$ cat src/rtl/csnr_pkg.sv
// ----------------------------------------------------------------------------
// csnr_pkg
// Shared types, constants and helpers of the cubic Newton/bisection root finder.
// ----------------------------------------------------------------------------
package csnr_pkg;

	localparam int POS_W          = 32;
	localparam int WIDE_W         = 62;
	localparam int FRAC_W         = 24;
	localparam int TOL_W          = 31;
	localparam int MAX_ITERATIONS = 100;
	localparam int OUT_ITER_W     = 7;
	localparam int OUT_ITER_MAX   = (1 << OUT_ITER_W) - 1;
	localparam int ITER_W         = ($clog2(MAX_ITERATIONS + 1) > OUT_ITER_W) ?
		$clog2(MAX_ITERATIONS + 1) : OUT_ITER_W;
	localparam int LIMIT_ITERS    = (MAX_ITERATIONS > OUT_ITER_MAX) ?
		OUT_ITER_MAX : MAX_ITERATIONS;

	typedef logic signed [POS_W-1:0]  pos_t;
	typedef logic signed [WIDE_W-1:0] wide_t;
	typedef logic        [WIDE_W-1:0] umag_t;

	localparam wide_t WIDE_LIM = wide_t'((64'sd1 <<< 60) - 64'sd1);
	localparam logic [TOL_W-1:0] TOL_RESET = TOL_W'(17);

	typedef struct packed {
		pos_t coef_cubic;
		pos_t coef_square;
		pos_t coef_linear;
		pos_t coef_constant;
		pos_t bracket_low;
		pos_t bracket_high;
	} in_item_t;

	typedef struct packed {
		pos_t                  root;
		logic [1:0]            exit_kind;
		logic                  not_bracketed;
		logic [OUT_ITER_W-1:0] iterations_used;
	} out_item_t;

	typedef enum logic [1:0] {
		EXIT_ENDPOINT = 2'd0,
		EXIT_TOL      = 2'd1,
		EXIT_SAME     = 2'd2,
		EXIT_LIMIT    = 2'd3
	} exit_kind_t;

	typedef enum logic [1:0] {
		EV_FL = 2'd0,
		EV_FH = 2'd1,
		EV_F  = 2'd2,
		EV_DF = 2'd3
	} ev_kind_t;

	typedef enum logic [4:0] {
		OP_NONE,
		OP_LOAD,
		OP_EV_INIT,
		OP_MUL_EV,
		OP_EV_ADD,
		OP_EV_STORE,
		OP_SETUP,
		OP_MUL_G1,
		OP_G1_STORE,
		OP_MUL_G2,
		OP_G2_STORE,
		OP_MUL_SL,
		OP_SL_STORE,
		OP_BISECT,
		OP_DIV,
		OP_NEWTON,
		OP_MOVE,
		OP_FIN
	} dp_op_t;

	typedef enum logic [4:0] {
		S_IDLE,
		S_EV_INIT,
		S_EV_MUL,
		S_EV_WAIT,
		S_EV_STORE,
		S_CHECK,
		S_MOVE,
		S_G1_MUL,
		S_G1_WAIT,
		S_G2_MUL,
		S_G2_WAIT,
		S_SL_MUL,
		S_SL_WAIT,
		S_DECIDE,
		S_DIV_WAIT,
		S_TEST,
		S_FIN
	} ctrl_state_t;

	typedef struct packed {
		dp_op_t     op;
		ev_kind_t   ev_kind;
		logic [1:0] ev_step;
		exit_kind_t exit_kind;
	} dp_cmd_t;

	typedef struct packed {
		logic fl_zero;
		logic fh_zero;
		logic outside;
		logic slow;
		logic same;
		logic tol_met;
		logic last_iter;
		logic mul_done;
		logic div_done;
	} dp_sts_t;

	function automatic umag_t mag_w(input wide_t v);
		mag_w = v[WIDE_W-1] ? umag_t'(-v) : umag_t'(v);
	endfunction

endpackage

$ cat src/rtl/csnr_ctrl.sv
// ----------------------------------------------------------------------------
// csnr_ctrl
// Sequencer: handshakes, Horner steps, Newton/bisection loop, result register.
// ----------------------------------------------------------------------------
module csnr_ctrl (
	input  logic               clk,
	input  logic               arst_n,
	input  logic               item_valid,
	output logic               item_ready,
	output logic               result_valid,
	input  logic               result_ready,
	input  csnr_pkg::dp_sts_t  sts,
	output csnr_pkg::dp_cmd_t  cmd
);
	import csnr_pkg::*;

	ctrl_state_t state_q, state_d;
	ev_kind_t    ev_kind_q, ev_kind_d;
	logic [1:0]  step_q, step_d;
	logic        loop_q, loop_d;
	exit_kind_t  exit_q, exit_d;
	logic        out_valid_q;
	logic        fin_go;
	logic        ev_last;

	always_ff @(posedge clk or negedge arst_n) begin
		if (!arst_n) begin
			state_q     <= S_IDLE;
			ev_kind_q   <= EV_FL;
			step_q      <= '0;
			loop_q      <= 1'b0;
			exit_q      <= EXIT_ENDPOINT;
			out_valid_q <= 1'b0;
		end else begin
			state_q   <= state_d;
			ev_kind_q <= ev_kind_d;
			step_q    <= step_d;
			loop_q    <= loop_d;
			exit_q    <= exit_d;
			if (fin_go)
				out_valid_q <= 1'b1;
			else if (result_ready)
				out_valid_q <= 1'b0;
		end
	end

	always_comb begin
		state_d   = state_q;
		ev_kind_d = ev_kind_q;
		step_d    = step_q;
		loop_d    = loop_q;
		exit_d    = exit_q;
		fin_go    = 1'b0;
		cmd.op        = OP_NONE;
		cmd.ev_kind   = ev_kind_q;
		cmd.ev_step   = step_q;
		cmd.exit_kind = exit_q;
		ev_last = (ev_kind_q == EV_DF) ? (step_q == 2'd1) : (step_q == 2'd2);

		unique case (state_q)
			S_IDLE: begin
				if (item_valid) begin
					cmd.op    = OP_LOAD;
					ev_kind_d = EV_FL;
					state_d   = S_EV_INIT;
				end
			end
			S_EV_INIT: begin
				cmd.op  = OP_EV_INIT;
				step_d  = '0;
				state_d = S_EV_MUL;
			end
			S_EV_MUL: begin
				cmd.op  = OP_MUL_EV;
				state_d = S_EV_WAIT;
			end
			S_EV_WAIT: begin
				if (sts.mul_done) begin
					cmd.op = OP_EV_ADD;
					if (ev_last) begin
						state_d = S_EV_STORE;
					end else begin
						step_d  = step_q + 2'd1;
						state_d = S_EV_MUL;
					end
				end
			end
			S_EV_STORE: begin
				cmd.op = OP_EV_STORE;
				unique case (ev_kind_q)
					EV_FL: begin
						ev_kind_d = EV_FH;
						state_d   = S_EV_INIT;
					end
					EV_FH: state_d = S_CHECK;
					EV_F: begin
						ev_kind_d = EV_DF;
						state_d   = S_EV_INIT;
					end
					EV_DF: state_d = loop_q ? S_MOVE : S_G1_MUL;
					default: state_d = S_IDLE;
				endcase
			end
			S_CHECK: begin
				if (sts.fl_zero || sts.fh_zero) begin
					exit_d  = EXIT_ENDPOINT;
					state_d = S_FIN;
				end else begin
					cmd.op    = OP_SETUP;
					ev_kind_d = EV_F;
					loop_d    = 1'b0;
					state_d   = S_EV_INIT;
				end
			end
			S_MOVE: begin
				if (sts.last_iter) begin
					exit_d  = EXIT_LIMIT;
					state_d = S_FIN;
				end else begin
					cmd.op  = OP_MOVE;
					state_d = S_G1_MUL;
				end
			end
			S_G1_MUL: begin
				cmd.op  = OP_MUL_G1;
				state_d = S_G1_WAIT;
			end
			S_G1_WAIT: begin
				if (sts.mul_done) begin
					cmd.op  = OP_G1_STORE;
					state_d = S_G2_MUL;
				end
			end
			S_G2_MUL: begin
				cmd.op  = OP_MUL_G2;
				state_d = S_G2_WAIT;
			end
			S_G2_WAIT: begin
				if (sts.mul_done) begin
					cmd.op  = OP_G2_STORE;
					state_d = S_SL_MUL;
				end
			end
			S_SL_MUL: begin
				cmd.op  = OP_MUL_SL;
				state_d = S_SL_WAIT;
			end
			S_SL_WAIT: begin
				if (sts.mul_done) begin
					cmd.op  = OP_SL_STORE;
					state_d = S_DECIDE;
				end
			end
			S_DECIDE: begin
				if (sts.outside || sts.slow) begin
					cmd.op  = OP_BISECT;
					state_d = S_TEST;
				end else begin
					cmd.op  = OP_DIV;
					state_d = S_DIV_WAIT;
				end
			end
			S_DIV_WAIT: begin
				if (sts.div_done) begin
					cmd.op  = OP_NEWTON;
					state_d = S_TEST;
				end
			end
			S_TEST: begin
				if (sts.same) begin
					exit_d  = EXIT_SAME;
					state_d = S_FIN;
				end else if (sts.tol_met) begin
					exit_d  = EXIT_TOL;
					state_d = S_FIN;
				end else begin
					ev_kind_d = EV_F;
					loop_d    = 1'b1;
					state_d   = S_EV_INIT;
				end
			end
			S_FIN: begin
				if (!out_valid_q || result_ready) begin
					cmd.op  = OP_FIN;
					fin_go  = 1'b1;
					state_d = S_IDLE;
				end
			end
			default: state_d = S_IDLE;
		endcase
	end

	assign item_ready   = (state_q == S_IDLE);
	assign result_valid = out_valid_q;

endmodule

$ cat config.mk
export PLATFORM = sky130hd
export DESIGN_NAME = csnr_ctrl
export DESIGN_NICKNAME = d
export VERILOG_FILES = /design/src/rtl/csnr_pkg.sv /design/src/rtl/csnr_ctrl.sv
export SDC_FILE = /design/constraint.sdc
export NUM_CORES = 1
export LEC_CHECK = 0
export BUFFER_PORTS_ARGS = -buffer_cell sky130_fd_sc_hd__buf_4
export CAP_MARGIN = 10
export CORE_UTILIZATION = 37
export DETAILED_ROUTE_END_ITERATION = 12
export PLACE_DENSITY_LB_ADDON = 0.15
export SETUP_SLACK_MARGIN = 0.15
export SLEW_MARGIN = 20
export SYNTH_ARGS = -nofsm -noshare
export SYNTH_HDL_FRONTEND = slang
export SYNTH_SLANG_ARGS = --single-unit
$ cat constraint.sdc
create_clock -name clk -period 5.6 [get_ports clk]
set_input_delay 0.28 -clock clk [delete_from_list [all_inputs] [get_ports clk]]
set_output_delay 0.28 -clock clk [all_outputs]
set_load 0.02 [all_outputs]
==> results.toml, run 1 <==
[outcome]
status = "complete, no violations"

[cells_and_area]
stdcell_area_sq_mm = 0.00137
diodes = 0
drive_above_1_share = 0.223
fin_nets = 180
area_growth_pct = 17.6

[power_and_ir_drop]
power_frac_clock = 0.087
p_sw_uw = 364
seq_power_share = 0.299
p_int_uw = 349
p_leak_uw = 0.000608
power_density_mw_per_mm2 = 521
p_sw_frac = 0.511
combPwrFrac = 0.614
ir_drop_uv = 275

[worst_setup_path]
path_class = "flop to output pin"
timing.rr.end = "exit_q[0]"
critPathSlowestCell = "dfrtp_1"
r2r_start = "state_q[0]"
start_kind = "flop"
critical_path_required_ps = 5320
cp-startpoint = "state_q[1]"
reg2reg_depth = 5
worstPathCellList = "inv_1, nor2_1, nor3_1, a31o_2, o311ai_0, buf_4"
cp.arrival_ps = 2280
slowest_delay_ps = 690
r2r_setup_slack_ps = 3460
cp-end-kind = "output pin"
crit_fanout = 19
worstSetupEndpoint = "cmd[7]"

[die]
die_width_um = 58.1
fp-row-count = 19
pin_count = 26
die-area_sq_mm = 0.00338
core_sq_mm = 0.00288
start_util = 0.405
die_y_um = 58.1

[clock_tree]
post_cts_buffers = 0
cts_tree = "built"
h-tree-depth = 1
root_buffer = "clkbuf_4"
clockBufferDepth = 2
cts_made_buffers = 3
cts.repair.resized = 0
path_clk_slew_ps = 80
cts_sinks = 13
hold_buffers = 1
clk_latency_ps = 290

[global_routing]
antenna_found_initial = 0
grt_usage = 0.207
grt_pass1_wl_mm = 5.23
grt_pass1_vias = 1108
grt_max_degree = 20
grt_overflow = 0

[drt]
num_vias = 1200
via_per_inst = 5.77
totalWireLength_mm = 3.20
drt-initial-drc-count = 54
drc = 0
drtPass1Iterations = 4
wl_per_cell_um = 15.4
postRouteAntennaNets = 0

[synth]
synth_area_sq_mm = 0.00116
synth_top_cell_area_share = 0.279
ys_types = 46
yosys-top-cells-area = "dfrtp_1 (28%), nand2_1 (5.2%), nor2_1 (4.8%), a21oi_1 (4.3%), nor3_1 (3.0%)"
synth_top_cell_by_area = "dfrtp_1"
yosysSeqAreaShare = 0.279
syn_area_per_cell_sq_um = 7.87
syn_inst = 148
synth_fp_nets = 161
ys_ff_latch = 13
yosys_most_used_dff = "dfrtp_1"
async_flop_share = 1.00
ys_warn_count = 0
synth-edff-count = 0

[placed_design]
post-dp-hpwl_mm = 2.33
place_congestion = 0.926
placed_cell_area_sq_mm = 0.00133
io_buffers = 25

[timing]
grt_setup_unrepaired = "false"
fin_crit_ps = 2560
drv_slew = 0
slew_headroom = 0.617
fin_crit_sh = 0.456
tightest_slew_ps = 575
max_freq_mhz = 391
hold_violations = 0
tns_ps = 0
fin_worst_skew_ps = 7.55
setup_violations = 0

[job]
drv_cap = 0

[worst_hold_path]
hold_class = "input pin to flop"
[cell usage after synthesis, drive strengths merged, types with 2 or more instances]
cell type  count
a21o           3
inv            7
clkbuf         4
or3            5
o311ai         3
dfrtp         13
xnor2          2
buf            8
nor2          16
and4b          2
o21ai          3
nor3           9
mux2i          2
o211ai         4
nand4          3
nand2b         5
nor2b          2
a211oi         4
nand2         16
a21oi         10
nand3b         2
nor4           3
nand3          6
[through the flow]
step,worst slack [ps],util,cells,power [uW],hold slack (ps)
global placement,3440,0.464,203,642,141
floorplan,3390,-,148,535,-15.6
finish,3040,0.476,208,713,278
detailed placement,3410,0.464,203,647,138
global route,2840,0.476,208,766,281
CTS,3060,0.476,208,711,269
[final cells by class]
class | count | area, sq um
fillers | 287 | 1510
well taps | 42 | 52.6
clock buffers | 4 | 26.3
multi-input cells | 116 | 742
inverters | 7 | 26.3
flip-flops and latches | 13 | 325
repair buffers | 26 | 198
[worst min-delay path by stage]
| stage | cells past startpoint | from | slack, ps | to |
|---|---|---|---|---|
| 2_1_floorplan | 0 | arst_n | -20 | ev_kind_q[0] |
| 3_3_place_gp | 1 | arst_n | 140 | exit_q[0] |
| 3_5_place_dp | 1 | arst_n | 140 | exit_q[0] |
| 4_1_cts | 2 | sts[1] | 270 | state_q[0] |
| 5_1_grt | 2 | sts[1] | 280 | state_q[0] |
| 6_report | 2 | sts[1] | 280 | state_q[0] |
[kinds of logic (layout without fill, tap and decap cells)]
family          Yosys count  in the layout  synth area share
buf+inv                  19             37            0.0838
compound gates           38             38             0.235
xor+xnor                  3              3            0.0226
simple gates             72             72             0.349
flops                    13             13             0.279
mux                       3              3            0.0301
[sequential cells by signal, summed over array words and instances, names as in the netlist]
| signal | flops |
|---|---|
| state_q | 5 |
| step_q | 2 |
| ev_kind_q | 2 |
| result_valid | 1 |
| loop_q | 1 |
| exit_q | 2 |
[critical path: cells and delay by family, from the launching register on]
family	cells	cell delay, ps
AO/OA/AOI/OAI	2	550
buffers and inverters	2	460
flip-flops	1	690
AND/OR/NAND/NOR	2	280
[power groups by stage]
stage | Sequential (uW) | Combinational (uW) | Clock, uW
5_1_grt | 223 | 476 | 67.7
6_report | 214 | 438 | 61.8
3_3_place_gp | 211 | 431 | 0
4_1_cts | 211 | 437 | 62.7
2_1_floorplan | 169 | 367 | 0
3_5_place_dp | 213 | 435 | 0
[per-layer routing]
layer / track usage / up-vias / wire length (um)
met3: 0.0246 / 5 / 196
met1: 0.276 / 556 / 1480
met4: 0.116 / 0 / 65
met5: 0 / - / 0
li1: - / 589 / -
met2: 0.323 / 50 / 1460
[cell usage in the layout, fill, tap and decap left out, types with 5 or more instances in the layout]
master / synthesis / routed
a21oi_1: 10 / 10
buf_4: 2 / 25
dfrtp_1: 13 / 13
inv_1: 7 / 7
nand2_1: 16 / 16
nand2b_1: 5 / 5
nand3_1: 6 / 6
nor2_1: 15 / 15
nor3_1: 7 / 7
No activity file was read; power rests on OpenSTA's default activity.
==> run 2, diff against run 1 <==
Clock period 5.6 ns to 2.06 ns, I/O delays scaled along.
==> run 2 against run 1 <==
  * Die area stayed put
  * Non-clock buffer count is 30 higher
  * Via count is 10% higher
  * Clock skew is 0.59 ps lower
  * Critical endpoint is now cmd[10]
  * Global-route usage is 2.5 points higher
  * Critical path depth is 1 lower
  * Largest power group unchanged
  * Worst hold slack worse by 180 ps
  * First-iteration DRC count is 22% higher
==> results.toml, run 2 (synthesis results as in run 1) <==
[drt]
drc = 0
drtPass1Iterations = 4
wl_per_cell_um = 16.2
via_per_inst = 5.55
num_vias = 1321
drt-initial-drc-count = 66
totalWireLength_mm = 3.85
postRouteAntennaNets = 0

[clock_tree]
clk_latency_ps = 290
cts_sinks = 13
path_clk_slew_ps = 90
cts_tree = "built"
cts_made_buffers = 3
h-tree-depth = 1
root_buffer = "clkbuf_4"
clockBufferDepth = 2

[timing]
setup_violations = 0
grt_setup_unrepaired = "true"
fin_crit_ps = 1940
max_freq_mhz = 514
fin_crit_sh = 0.944
hold_violations = 0
fin_ws_ps = 116
fin_worst_skew_ps = 6.96
tightest_slew_ps = 460
slew_headroom = 0.691
tns_ps = 0
drv_slew = 0

[worst_setup_path]
start_kind = "flop"
critical_path_required_ps = 1960
slowest_delay_ps = 460
critical_path.top_delay_family = "simple AND/OR/NAND/NOR gates"
worstPathCellList = "buf_6, nand3b_1, or3_4, o22ai_4, buf_6"
crit_fanout = 5
r2r_setup_slack_ps = 220
reg2reg_depth = 7
path_buf_inv = 2
critPathSlowestCell = "or3_4"
cp.arrival_ps = 1840
cpMostUsedCell = "buf_6"
timing.rr.end = "state_q[0]"
r2r_start = "state_q[2]"
cp-end-kind = "output pin"
path_class = "flop to output pin"
cp-startpoint = "state_q[0]"

[power_and_ir_drop]
p_leak_uw = 0.000802
ir_drop_uv = 830
power_density_mw_per_mm2 = 1440

[cells_and_area]
largest_reg_flops = 5
register_area_sq_um = 330
fin_nets = 210
area_growth_pct = 53.8
diodes = 0
fillerInstances = 243
mostFrequentLayoutCell = "buf_4"
multiInputGateArea_sq_um = 906
top_register = "state_q"
layout_common_cells = "buf_4 (49), nor2_1 (14), nand2_1 (14), a21oi_1 (9), dfrtp_1 (9)"
drive_above_1_share = 0.474

[global_routing]
met3_usage = 0.0335
grt_max_degree = 14
antenna_found_initial = 0
grt_pass1_vias = 1234
grt_pass1_wl_mm = 5.95
grt_overflow = 0
met2_usage = 0.379
use_met1 = 0.312
busiest_layer = "met2"
grt_usage = 0.232

[job]
drv_cap = 0

[worst_hold_path]
hold_depth = 2
hp-start = "sts[1]"
hold_class = "input pin to flop"
hold_end = "state_q[0]"

[die]
core_sq_mm = 0.00288
start_util = 0.405
die_y_um = 58.1
die-area_sq_mm = 0.00338
pin_count = 26
fp-row-count = 19
die_width_um = 58.1

[placed_design]
post-dp-hpwl_mm = 2.63
place_congestion = 0.873
post-place-ws_ps = 112
io_buffers = 25

[outcome]
status = "complete, no violations"
==> run 2: cell types whose count changed in the layout (fill, tap and decap cells not counted), sizes merged <==
cell and change:
buf +30
==> run 2: per-stage QoR <==
step           hold WS, ps  cell area [sq um]  total power, uW  utilization  std cells
3_3_place_gp         -36.3               1440             1920        0.502        217
3_5_place_dp         -36.4               1440             1930        0.502        217
5_1_grt               88.9               1790             2740        0.623        238
6_report              98.3               1790             2580        0.623        238
4_1_cts               96.5               1550             2200        0.537        227
2_1_floorplan         -193               1170             1470            -        148
==> run 2: worst max-delay path by stage <==
stage	end	slack [ps]	cells after the start
after global placement	state_q[2]	110	6
after global routing	cmd[10]	60	5
after detailed placement	exit_q[0]	110	5
after CTS	cmd[7]	160	6
final	cmd[10]	120	5
after floorplan	cmd[6]	280	6
==> run 2: area by class of cell <==
class	count	area share
clock buffers	4	0.0147
inverters	7	0.0175
multi-input cells	116	0.506
flip-flops and latches	13	0.184
well taps	42	0.0293
repair buffers	56	0.249
==> run 2: worst register-to-register path, cell delays in order (launching register included) <==
cell	delay [ps]
dfrtp_2	440
buf_4	150
nand3b_1	190
or3_4	170
o311ai_1	100
buf_4	150
or3_4	380
o32ai_1	150
==> run 2: repair_timing <==
| action | 4_1_cts | 5_1_grt |
|---|---|---|
| gates resized for setup | 11 | 36 |
| pin swaps | 1 | 9 |
| buffers inserted | 5 | 11 |
| hold buffers | 1 | 0 |
| hold endpoints to repair | 13 | 0 |
| endpoints found under the setup margin | 9 | 10 |
==> run 2: layer usage <==
metal	wire length (um)	share of wire
met5	0	0
met1	1750	0.45
met3	205	0.053
met2	1870	0.48
met4	28	0.0073
==> run 2: where the power goes <==
part | leakage, uW | total [uW] | switching (uW) | internal [uW]
logic | 0.000621 | 1900 | 991 | 914
registers | 0.000166 | 493 | 141 | 352
clock network | 0.0000150 | 179 | 104 | 75.2
